$ cat src/rtl/tm_pkg.sv
`timescale 1ns / 1ps

package tm_pkg;

    localparam int MAX_PAIRS = 65536;

    localparam int COORD_W = 24;
    localparam int COEF_W  = 18;
    localparam int TRANS_W = 20;
    localparam int DIFF_W  = 30;
    localparam int SQ_W    = 60;
    localparam int D2_W    = 61;
    localparam int INV_W   = 31;
    localparam int LEN_W   = 16;
    localparam int SUM_W   = 41;
    localparam int SCORE_W = 25;
    localparam int DIV_W   = 49;
    localparam int DIV_CNT_W = 6;
    localparam int CFG_IDX_W  = 3;
    localparam int CFG_DATA_W = 60;

    localparam logic [DIV_CNT_W-1:0] DIV_LAST = DIV_CNT_W'(DIV_W - 1);

    localparam longint unsigned SUM_CAP_FULL = longint'(MAX_PAIRS) << 24;
    localparam longint unsigned SUM_W_MAX    = (64'd1 << SUM_W) - 64'd1;
    localparam logic [SUM_W-1:0] SUM_CAP =
        SUM_W'((SUM_CAP_FULL > SUM_W_MAX) ? SUM_W_MAX : SUM_CAP_FULL);

    localparam logic [DIV_W-1:0] ONE_Q24 = DIV_W'(64'd1 << 24);
    localparam logic [DIV_W-1:0] R_CAP   = DIV_W'(64'd1 << 48);
    localparam logic [59:0]      HI_LIMIT = 60'(64'd1 << 36);

    // Configuration register indexes.
    localparam logic [CFG_IDX_W-1:0] REG_ROT_X   = 3'd0;
    localparam logic [CFG_IDX_W-1:0] REG_ROT_Y   = 3'd1;
    localparam logic [CFG_IDX_W-1:0] REG_ROT_Z   = 3'd2;
    localparam logic [CFG_IDX_W-1:0] REG_TRANS   = 3'd3;
    localparam logic [CFG_IDX_W-1:0] REG_Q_INV   = 3'd4;
    localparam logic [CFG_IDX_W-1:0] REG_T_INV   = 3'd5;
    localparam logic [CFG_IDX_W-1:0] REG_Q_LEN   = 3'd6;
    localparam logic [CFG_IDX_W-1:0] REG_T_LEN   = 3'd7;

    typedef struct packed {
        logic [53:0]      rot_x;
        logic [53:0]      rot_y;
        logic [53:0]      rot_z;
        logic [59:0]      trans;
        logic [INV_W-1:0] q_inv;
        logic [INV_W-1:0] t_inv;
        logic [LEN_W-1:0] q_len;
        logic [LEN_W-1:0] t_len;
    } cfg_t;

    typedef struct packed {
        logic [D2_W-1:0] d2;
        logic            observed;
        logic            last;
    } pair_t;

    // Denominator 1 + d2/d0^2 in Q.24 from the two partial products.
    function automatic logic [DIV_W-1:0] term_den(input logic [59:0] hi,
                                                  input logic [62:0] lo);
        logic [DIV_W-1:0] r;
        begin
            if (hi >= HI_LIMIT)
            begin
                r = R_CAP;
            end
            else
            begin
                r = {1'b0, hi[35:0], 12'b0} + DIV_W'(lo >> 20);
                if (r > R_CAP)
                begin
                    r = R_CAP;
                end
            end
            term_den = ONE_Q24 + r;
        end
    endfunction

    function automatic logic [SCORE_W-1:0] clamp_score(input logic [DIV_W-1:0] q);
        begin
            clamp_score = (q > ONE_Q24) ? SCORE_W'(ONE_Q24) : q[SCORE_W-1:0];
        end
    endfunction

endpackage

$ cat src/rtl/tm_queue.sv
`timescale 1ns / 1ps

// Two-entry queue between the geometry front and the scoring back.
module tm_queue (
    input  logic          clk,
    input  logic          rst_n,
    input  logic          push,
    input  tm_pkg::pair_t push_data,
    input  logic          pop,
    output tm_pkg::pair_t head,
    output logic          full,
    output logic          empty
);

    tm_pkg::pair_t mem_reg [2];
    logic          wr_ptr_reg;
    logic          rd_ptr_reg;
    logic [1:0]    count_reg;

    always_ff @(posedge clk or negedge rst_n)
    begin
        if (!rst_n)
        begin
            wr_ptr_reg <= 1'b0;
            rd_ptr_reg <= 1'b0;
            count_reg  <= '0;
        end
        else
        begin
            if (push)
            begin
                wr_ptr_reg <= ~wr_ptr_reg;
            end
            if (pop)
            begin
                rd_ptr_reg <= ~rd_ptr_reg;
            end
            if (push && !pop)
            begin
                count_reg <= count_reg + 1'b1;
            end
            else if (pop && !push)
            begin
                count_reg <= count_reg - 1'b1;
            end
        end
    end

    always_ff @(posedge clk)
    begin
        if (push)
        begin
            mem_reg[wr_ptr_reg] <= push_data;
        end
    end

    assign head  = mem_reg[rd_ptr_reg];
    assign full  = count_reg == 2'd2;
    assign empty = count_reg == 2'd0;

endmodule

$ cat config.mk
export PLATFORM = sky130hd
export DESIGN_NAME = tm_queue
export DESIGN_NICKNAME = d
export VERILOG_FILES = /design/src/rtl/tm_pkg.sv /design/src/rtl/tm_queue.sv
export SDC_FILE = /design/constraint.sdc
export NUM_CORES = 1
export LEC_CHECK = 0
export BUFFER_PORTS_ARGS = -buffer_cell sky130_fd_sc_hd__buf_2
export CAP_MARGIN = 20
export CORE_AREA = 2 2 133 135
export DETAILED_ROUTE_END_ITERATION = 8
export DIE_AREA = 0 0 135 137
export PLACE_DENSITY = 0.52
export SKIP_LAST_GASP = 1
export SYNTH_ARGS = -nofsm -noshare
export SYNTH_HDL_FRONTEND = slang
export SYNTH_SLANG_ARGS = --single-unit
$ cat constraint.sdc
create_clock -name clk -period 4.7 [get_ports clk]
set_input_delay 0.47 -clock clk [delete_from_list [all_inputs] [get_ports clk]]
set_output_delay 0.47 -clock clk [all_outputs]
set_load 0.05 [all_outputs]
==> reports/qor.tcl, run 1 <==
set qor(report.final.setup_viol) 0
set qor(finalNetCount) 427
set qor(grt_pass1_wl_um) 13100
set qor(overflow) 0
set qor(cts.repair_timing.setup_buffer_count) 0
set qor(holdPathStages) 1
set qor(synth_seq_area_share_pct) 77.2
set qor(layout.filler_cells) 1636
set qor(grt_start_max_net_pins) 64
set qor(data_arrival_time_of_the_critical_path_ps) 2500
set qor(h-tree-depth) 4
set qor(global_route.usage.total_pct) 9.76
set qor(finalSetupTns_ps) 0
set qor(share_seq_of_total_power_pct) 36.7
set qor(net-switching-power_mw) 1.80
set qor(pre_cts_slack_ps) 2100
set qor(drt_first_iter_violations) 125
set qor(cts_tree) {yes}
set qor(p_total_mw) 4.65
set qor(initial_utilization_pct) 29.5
set qor(largest_register_ffs) 126
set qor(whs_endpoint) {mem_reg[1][54]}
set qor(hold_sp) {push_data[54]}
set qor(synth_area_per_cell_um2) 23.7
set qor(maxCapViolCount) 0
set qor(reg2reg_slack_ps) 3070
set qor(drt-pass1-iter-count) 3
set qor(floorplan.die_area_um2) 18500
set qor(fp.dieW_um) 135
set qor(tritoncts.num_buffers) 17
set qor(post_layout_nonfiller_instances) 596
set qor(route.detailed.drc) 0
set qor(core_area_um2) 17100
set qor(cts.path.max_buffers) 2
set qor(slowest_stage) {sky130_fd_sc_hd__dfrtp_4}
set qor(outcome) {complete, no violations}
set qor(cts.clk_slew.worst_paths_ps) 60
set qor(timing.setup.critical_path_class) {flop to output port}
set qor(drtAntennaViolNets) 0
set qor(postSynthRegisterBits) 130
set qor(worst_setup_path_end_kind) {output port}
set qor(start_kind) {flop}
set qor(routed_wirelength_um) 8910
set qor(p_sw_share_pct) 38.7
set qor(highest_net_fanout_along_the_worst_path) 44
set qor(power_leakage_nw) 2.57
set qor(final_layout_size_suffix_gt1_share_pct) 60.4
set qor(final_min_period_over_clock_period_pct) 63.2
set qor(power_density_nw_per_um2) 727
set qor(clk-insertion-delay-late_ps) 400
set qor(viasPerCell) 4.07
set qor(critPathRequiredTime_ps) 4230
set qor(power.share.combinational_pct) 38.4
set qor(clock_sinks) 130
set qor(dieHeight_um) 137
set qor(min-delay-path-class) {input port to flop}
set qor(worstRegToRegCells) 1
set qor(wire_per_inst_um) 15.0
set qor(max_slew_margin_pct) 38.6
set qor(hold_slack_ps) 243
set qor(worstMarginPinSlew_ps) 921
set qor(cp_cell_sequence) {buf_4 -> mux2_2 -> buf_2}
set qor(postLayoutCellArea_um2) 6400
set qor(dpl_cell_area_um2) 5870
set qor(worst_path_dominant_cell_family) {flip-flops}
set qor(finish.utilization_pct) 37.5
set qor(finalCriticalPeriod_ps) 2970
set qor(place.detailed.hpwl_um) 5640
set qor(buffer_ports.inserted) 131
set qor(max_freq_mhz) 337
set qor(row_count) 48
set qor(cell_int_power_mw) 2.85
set qor(clock_root_cell) {sky130_fd_sc_hd__clkbuf_16}
set qor(synth.net_count) 280
set qor(synthesis_warning_total) 0
set qor(grt_setup_unrepaired) {no}
set qor(share_clk_of_total_power_pct) 24.8
set qor(syn_inst) 212
set qor(dp.cells) 564
set qor(r2r-start) {wr_ptr_reg}
set qor(hold_viol) 0
set qor(timing_max_transition_violations_final) 0
set qor(multiInputGateArea_um2) 1020
set qor(layout.cells.most_common) {sky130_fd_sc_hd__buf_2}
set qor(worst_ir_drop_vdd_mv) 0.317
set qor(flow.area_growth_from_synthesis_pct) 27.1
set qor(critical_path.max_stage_delay_ps) 970
set qor(routabilityCongestion) 0.642
set qor(critical_path.n_buffers_inverters) 2
set qor(r2r_end) {mem_reg[1][0]}
set qor(synth.cell_area_um2) 5030
set qor(layout.area.seq_um2) 3890
set qor(number_of_unique_standard_cell_types_used_by_synthesis) 13
set qor(layout_common_cells) {sky130_fd_sc_hd__buf_2, sky130_fd_sc_hd__edfxtp_1, sky130_fd_sc_hd__mux2_4}
set qor(grt_antenna_before_repair) 0
set qor(first_global_vias) 2476
set qor(worst_clock_skew_ps) 8.86
set qor(antenna_cells_inserted) 0
set qor(top_level_ports) 132
set qor(final_critical_path_setup_slack_ps) 1730
set qor(dr_vias) 2424
[worst max-delay path by stage]
| stage | from | endpoint | slack [ps] | cells past startpoint |
|---|---|---|---|---|
| after global placement | rd_ptr_reg | head[60] | 2100 | 3 |
| after global routing | rd_ptr_reg | head[60] | 1580 | 3 |
| final | rd_ptr_reg | head[60] | 1730 | 3 |
| after CTS | rd_ptr_reg | head[60] | 1640 | 3 |
| after detailed placement | rd_ptr_reg | head[60] | 2100 | 3 |
| after floorplan | push | mem_reg[0][0] | 970 | 1 |
[final cells by class]
cell class | instances | share of cell area (%)
sequential | 130 | 60.8
multi-input combinational | 74 | 16.0
timing repair buffer | 135 | 10.8
tap | 225 | 4.40
clock inverter | 8 | 0.998
clock buffer | 23 | 7.00
inverter | 1 | 0.0587
[kinds of logic after synthesis]
| logic type | count (synthesis) | synth area share (%) |
|---|---|---|
| muxes | 63 | 18.5 |
| buffers and inverters | 8 | 2.69 |
| adders and majority gates | 1 | 0.249 |
| xor gates and xnor gates | 5 | 0.870 |
| and+or+nand+nor | 5 | 0.522 |
| DFF | 130 | 77.2 |
[repair_timing]
| action | in CTS | in global routing |
|---|---|---|
| hold buffers | 1 | 0 |
| resized for setup | 0 | 0 |
| hold endpoints to repair | 4 | 0 |
[cells in the mapped netlist]
| master | count | area [um^2] |
|---|---|---|
| sky130_fd_sc_hd__xnor2_1 | 1 | 8.76 |
| sky130_fd_sc_hd__and2_1 | 1 | 6.26 |
| sky130_fd_sc_hd__nor2b_1 | 2 | 12.5 |
| sky130_fd_sc_hd__mux2_2 | 4 | 45.0 |
| sky130_fd_sc_hd__mux2_4 | 59 | 886 |
| sky130_fd_sc_hd__ha_1 | 1 | 12.5 |
| sky130_fd_sc_hd__nor2_1 | 2 | 7.51 |
| sky130_fd_sc_hd__edfxtp_1 | 126 | 3780 |
| sky130_fd_sc_hd__xor2_1 | 4 | 35.0 |
| sky130_fd_sc_hd__buf_12 | 6 | 120 |
| sky130_fd_sc_hd__inv_1 | 1 | 3.75 |
| sky130_fd_sc_hd__buf_6 | 1 | 11.3 |
| sky130_fd_sc_hd__dfrtp_1 | 4 | 100 |
[power groups by stage]
stage,Combinational [mW],Sequential [mW],Clock (mW)
finish,1.79,1.71,1.16
global route,1.87,1.74,1.25
CTS,1.82,1.72,1.19
detailed placement,1.81,1.74,0
global placement,1.81,1.73,0
floorplan,1.66,1.63,0
[routing by layer]
metal / global-route usage (%) / vias to the layer above / share of wire (%)
li1: - / 1136 / -
met2: 15.1 / 85 / 48
met4: 5.38 / 0 / 1.7
met5: 0 / - / 0
met1: 11.5 / 1193 / 43
met3: 4.22 / 10 / 6.9
Note: power is estimated with default switching activity, not from simulation.
==> inputs of run 2 (changes only) <==
--- a/config.mk
+++ b/config.mk
@@ -5,6 +5,7 @@
 export SDC_FILE = /design/constraint.sdc
 export NUM_CORES = 1
 export LEC_CHECK = 0
+export ABC_AREA = 1
 export BUFFER_PORTS_ARGS = -buffer_cell sky130_fd_sc_hd__buf_2
 export CAP_MARGIN = 20
 export CORE_AREA = 2 2 133 135
==> constraint.sdc (replaced) <==
create_clock -name clk -period 2.74 [get_ports clk]
set_input_delay 0.274 -clock clk [delete_from_list [all_inputs] [get_ports clk]]
set_output_delay 0.274 -clock clk [all_outputs]
set_load 0.05 [all_outputs]
==> run 2 against run 1 <==
Against the previous run: setup slack worse by 1400 ps; sequential share of layout area down 1.7 points; area after synthesis up 0.40%; die area unchanged; synthesized cell count up 4.2%; critical path depth unchanged; count of clock-buffer cells in the layout down 6; hold slack worse by 190 ps; utilization up 1.1 points; sequential power up 68%; sequential cell count unchanged; critical endpoint is now head[62].
==> reports/qor.tcl, run 2 <==
set qor(worstMarginPinSlew_ps) 582 ;# was 921 ps
set qor(finalSetupTns_ps) 0 ;# unchanged
set qor(floorplan.die_area_um2) 18500 ;# unchanged
set qor(finalCriticalPeriod_ps) 2370
set qor(hold_sp) {push_data[53]} ;# was push_data[54]
set qor(yosys.area.top_type_share_pct) 74.9 ;# was 75.2%
set qor(power_density_nw_per_um2) 1290 ;# was 727 nW/um^2
set qor(hold_viol) 0 ;# unchanged
set qor(synth_edf_count) 126 ;# unchanged
set qor(synth.net_count) 289 ;# was 280
set qor(synthArstFlopShare_pct) 3.08 ;# unchanged
set qor(routabilityCongestion) 0.669 ;# was 0.642
set qor(grt_antenna_before_repair) 1 ;# was 0
set qor(clock_sinks) 130 ;# unchanged
set qor(drtAntennaViolNets) 0 ;# unchanged
set qor(viasPerCell) 4.04 ;# was 4.07
set qor(maxCapViolCount) 0 ;# unchanged
set qor(final_layout_size_suffix_gt1_share_pct) 60.4 ;# about the same
set qor(cell_int_power_mw) 5.29 ;# was 2.85 mW
set qor(timing_max_transition_violations_final) 0 ;# unchanged
set qor(p_total_mw) 8.45 ;# was 4.65 mW
set qor(worst_clock_skew_ps) 6.64 ;# was 8.86 ps
set qor(synth_area_per_cell_um2) 22.9 ;# was 23.7 um^2
set qor(p_sw_share_pct) 37.4 ;# was 38.7%
set qor(grt_pass1_wl_um) 13500 ;# was 13,100 um
set qor(synthesis_warning_total) 0 ;# unchanged
set qor(r2r-start) {wr_ptr_reg} ;# unchanged
set qor(netlist_top_cells_count) {sky130_fd_sc_hd__edfxtp_1, sky130_fd_sc_hd__mux2_4, sky130_fd_sc_hd__inv_1, sky130_fd_sc_hd__buf_12, sky130_fd_sc_hd__nand2_1} ;# was sky130_fd_sc_hd__edfxtp_1, sky130_fd_sc_hd__mux2_4, sky130_fd_sc_hd__buf_12
set qor(synth_area_leader_cell) {sky130_fd_sc_hd__edfxtp_1} ;# unchanged
set qor(flow.area_growth_from_synthesis_pct) 30.2 ;# was 27.1%
set qor(final_min_period_over_clock_period_pct) 86.4
set qor(cts.repair_timing.setup_buffer_count) 0 ;# unchanged
set qor(core_area_um2) 17100 ;# unchanged
set qor(cts.clk_slew.worst_paths_ps) 60 ;# about the same
set qor(max_freq_mhz) 422
set qor(synth_most_common_cell) {sky130_fd_sc_hd__edfxtp_1} ;# unchanged
set qor(outcome) {complete, no violations} ;# unchanged
set qor(holdPathStages) 1 ;# unchanged
set qor(syn_inst) 221 ;# was 212
set qor(wire_per_inst_um) 14.7 ;# was 15.0 um
set qor(power_leakage_nw) 2.66 ;# was 2.57 nW
set qor(power.share.combinational_pct) 37.3 ;# was 38.4%
set qor(worst_ir_drop_vdd_mv) 0.478 ;# was 0.317 mV
set qor(r2r_end) {mem_reg[1][35]} ;# was mem_reg[1][0]
set qor(row_count) 48 ;# unchanged
set qor(postSynthRegisterBits) 130 ;# unchanged
set qor(grt_start_max_net_pins) 37 ;# was 64
set qor(h-tree-depth) 4 ;# unchanged
set qor(highest_net_fanout_along_the_worst_path) 30 ;# was 44
set qor(number_of_unique_standard_cell_types_used_by_synthesis) 14 ;# was 13
set qor(ys_top_cells_by_area) {sky130_fd_sc_hd__edfxtp_1, sky130_fd_sc_hd__mux2_4, sky130_fd_sc_hd__buf_12} ;# unchanged
set qor(critPathRequiredTime_ps) 2470 ;# was 4230 ps
set qor(synth.cell_area_um2) 5050 ;# was 5030 um^2
set qor(grt_setup_unrepaired) {no} ;# unchanged
set qor(hold_slack_ps) 52.6 ;# was 243 ps
set qor(report.final.setup_viol) 0 ;# unchanged
set qor(layout.filler_cells) 1598 ;# was 1,636
set qor(tritoncts.num_buffers) 17 ;# unchanged
set qor(reg2reg_slack_ps) 1360 ;# was 3070 ps
set qor(min-delay-path-class) {input port to flop} ;# unchanged
set qor(share_clk_of_total_power_pct) 28.7 ;# was 24.8%
set qor(drt_first_iter_violations) 104 ;# was 125
set qor(synth_seq_area_share_pct) 76.9 ;# was 77.2%
set qor(worstRegToRegCells) 3 ;# was 1
set qor(place.detailed.hpwl_um) 5820 ;# was 5640 um
set qor(postSynth.topFlopCell) {sky130_fd_sc_hd__edfxtp_1} ;# unchanged
set qor(worst_setup_path_end_kind) {output port} ;# unchanged
set qor(antenna_cells_inserted) 0 ;# unchanged
set qor(max_slew_margin_pct) 61.2 ;# was 38.6%
set qor(layout_common_cells) {sky130_fd_sc_hd__buf_2, sky130_fd_sc_hd__edfxtp_1, sky130_fd_sc_hd__mux2_4} ;# unchanged
set qor(clk-insertion-delay-late_ps) 410 ;# was 400 ps
set qor(buffer_ports.inserted) 131 ;# unchanged
set qor(cts.path.max_buffers) 2 ;# unchanged
set qor(data_arrival_time_of_the_critical_path_ps) 2090 ;# was 2500 ps
set qor(top_level_ports) 132 ;# unchanged
set qor(largest_register_ffs) 126 ;# unchanged
set qor(first_global_vias) 2546 ;# was 2,476
set qor(routed_wirelength_um) 8950 ;# was 8910 um
set qor(fp.dieW_um) 135 ;# unchanged
set qor(share_seq_of_total_power_pct) 34.0 ;# was 36.7%
set qor(clock_root_cell) {sky130_fd_sc_hd__clkbuf_16} ;# unchanged
set qor(net-switching-power_mw) 3.16 ;# was 1.80 mW
set qor(wirelength_met1_um) 3590 ;# was 3830 um
set qor(uppermost_metal_layer_occupied_by_signal_nets) {met4} ;# unchanged
set qor(global_route.usage.total_pct) 10.1 ;# was 9.76%
set qor(finalNetCount) 439 ;# was 427
set qor(wl_met3_um) 694 ;# was 619 um
set qor(start_kind) {flop} ;# unchanged
set qor(whs_endpoint) {mem_reg[0][53]} ;# was mem_reg[1][54]
set qor(dieHeight_um) 137 ;# unchanged
set qor(drt-pass1-iter-count) 4 ;# was 3
set qor(overflow) 0 ;# unchanged
set qor(route.detailed.drc) 0 ;# unchanged
set qor(dr_vias) 2461 ;# was 2,424
set qor(cts_tree) {yes} ;# unchanged
set qor(layout.cells.most_common) {sky130_fd_sc_hd__buf_2} ;# unchanged
set qor(timing.setup.critical_path_class) {flop to output port} ;# unchanged
set qor(initial_utilization_pct) 29.6 ;# was 29.5%
set qor(post_cts_resize_count) 0 ;# unchanged
set qor(wl_met2_um) 4490 ;# was 4310 um
[run 2: cell count changes in the layout (fill, tap and decap cells not counted), sizes merged, moves of 2 or more]
cell	previous run	this run
inv	1	8
clkbuf	23	17
nand2	0	5
bufinv	1	5
clkinvlp	0	4
buf	134	137
clkinv	7	5
nor2b	2	0
xor2	4	2
[run 2: final cells by class]
type | instances | area, um^2 | share of cell area (%)
well taps | 225 | 282 | 4.28
inverters | 7 | 26.3 | 0.400
multi-input cells | 77 | 1020 | 15.5
flip-flops and latches | 130 | 3890 | 59.1
repair buffers | 138 | 723 | 11.0
clock buffers | 17 | 425 | 6.47
clock inverters | 15 | 214 | 3.25
[run 2: what timing repair did]
action | in CTS | in global routing
hold buffers | 1 | 0
hold endpoints to repair | 4 | 0
endpoints found under the setup margin | 0 | 0
[run 2: logic make-up (layout without fill, tap and decap cells)]
group         after synthesis  after routing  share of synthesized area [%]
simple gates               10             10                          0.817
buf+inv                    14            177                           3.12
flops                     130            130                           76.9
fa+ha+maj                   1              1                          0.248
mux                        63             63                           18.4
xor+xnor                    3              3                          0.520
[run 2: power groups by stage]
stage          registers [mW]  logic [mW]  clock network, mW
3_3_place_gp             2.91        3.19                  0
3_5_place_dp             2.92        3.20                  0
4_1_cts                  2.88        3.22               2.50
5_1_grt                  2.92        3.31               2.58
2_1_floorplan            2.78        2.86                  0
6_report                 2.87        3.15               2.43
[run 2: worst max-delay path by stage]
stage | start | to | slack, ps | depth (start not counted)
after floorplan | wr_ptr_reg | mem_reg[0][0] | 260 | 1
after global placement | rd_ptr_reg | head[27] | 760 | 3
after detailed placement | rd_ptr_reg | head[27] | 750 | 3
after CTS | rd_ptr_reg | head[27] | 300 | 3
after global routing | rd_ptr_reg | head[27] | 250 | 3
final | rd_ptr_reg | head[62] | 370 | 3
[run 2: critical path: stages (launching register included)]
cell and delay (ps):
sky130_fd_sc_hd__dfrtp_4 810, sky130_fd_sc_hd__buf_12 300, sky130_fd_sc_hd__mux2_2 360, sky130_fd_sc_hd__buf_2 210
[run 2: per-layer routing]
metal / vias up / track usage (%)
li1: 1164 / -
met1: 1198 / 11.2
met2: 86 / 16.4
met3: 13 / 4.19
met4: 0 / 5.56
met5: - / 0
[run 2: metrics by stage]
stage	utilization, %	std cells	setup WS (ps)	area [um^2]
floorplan	-	221	259	5050
global placement	34.7	576	764	5930
detailed placement	34.7	576	751	5930
CTS	38.6	609	301	6580
global route	38.6	609	247	6580
finish	38.6	609	373	6580
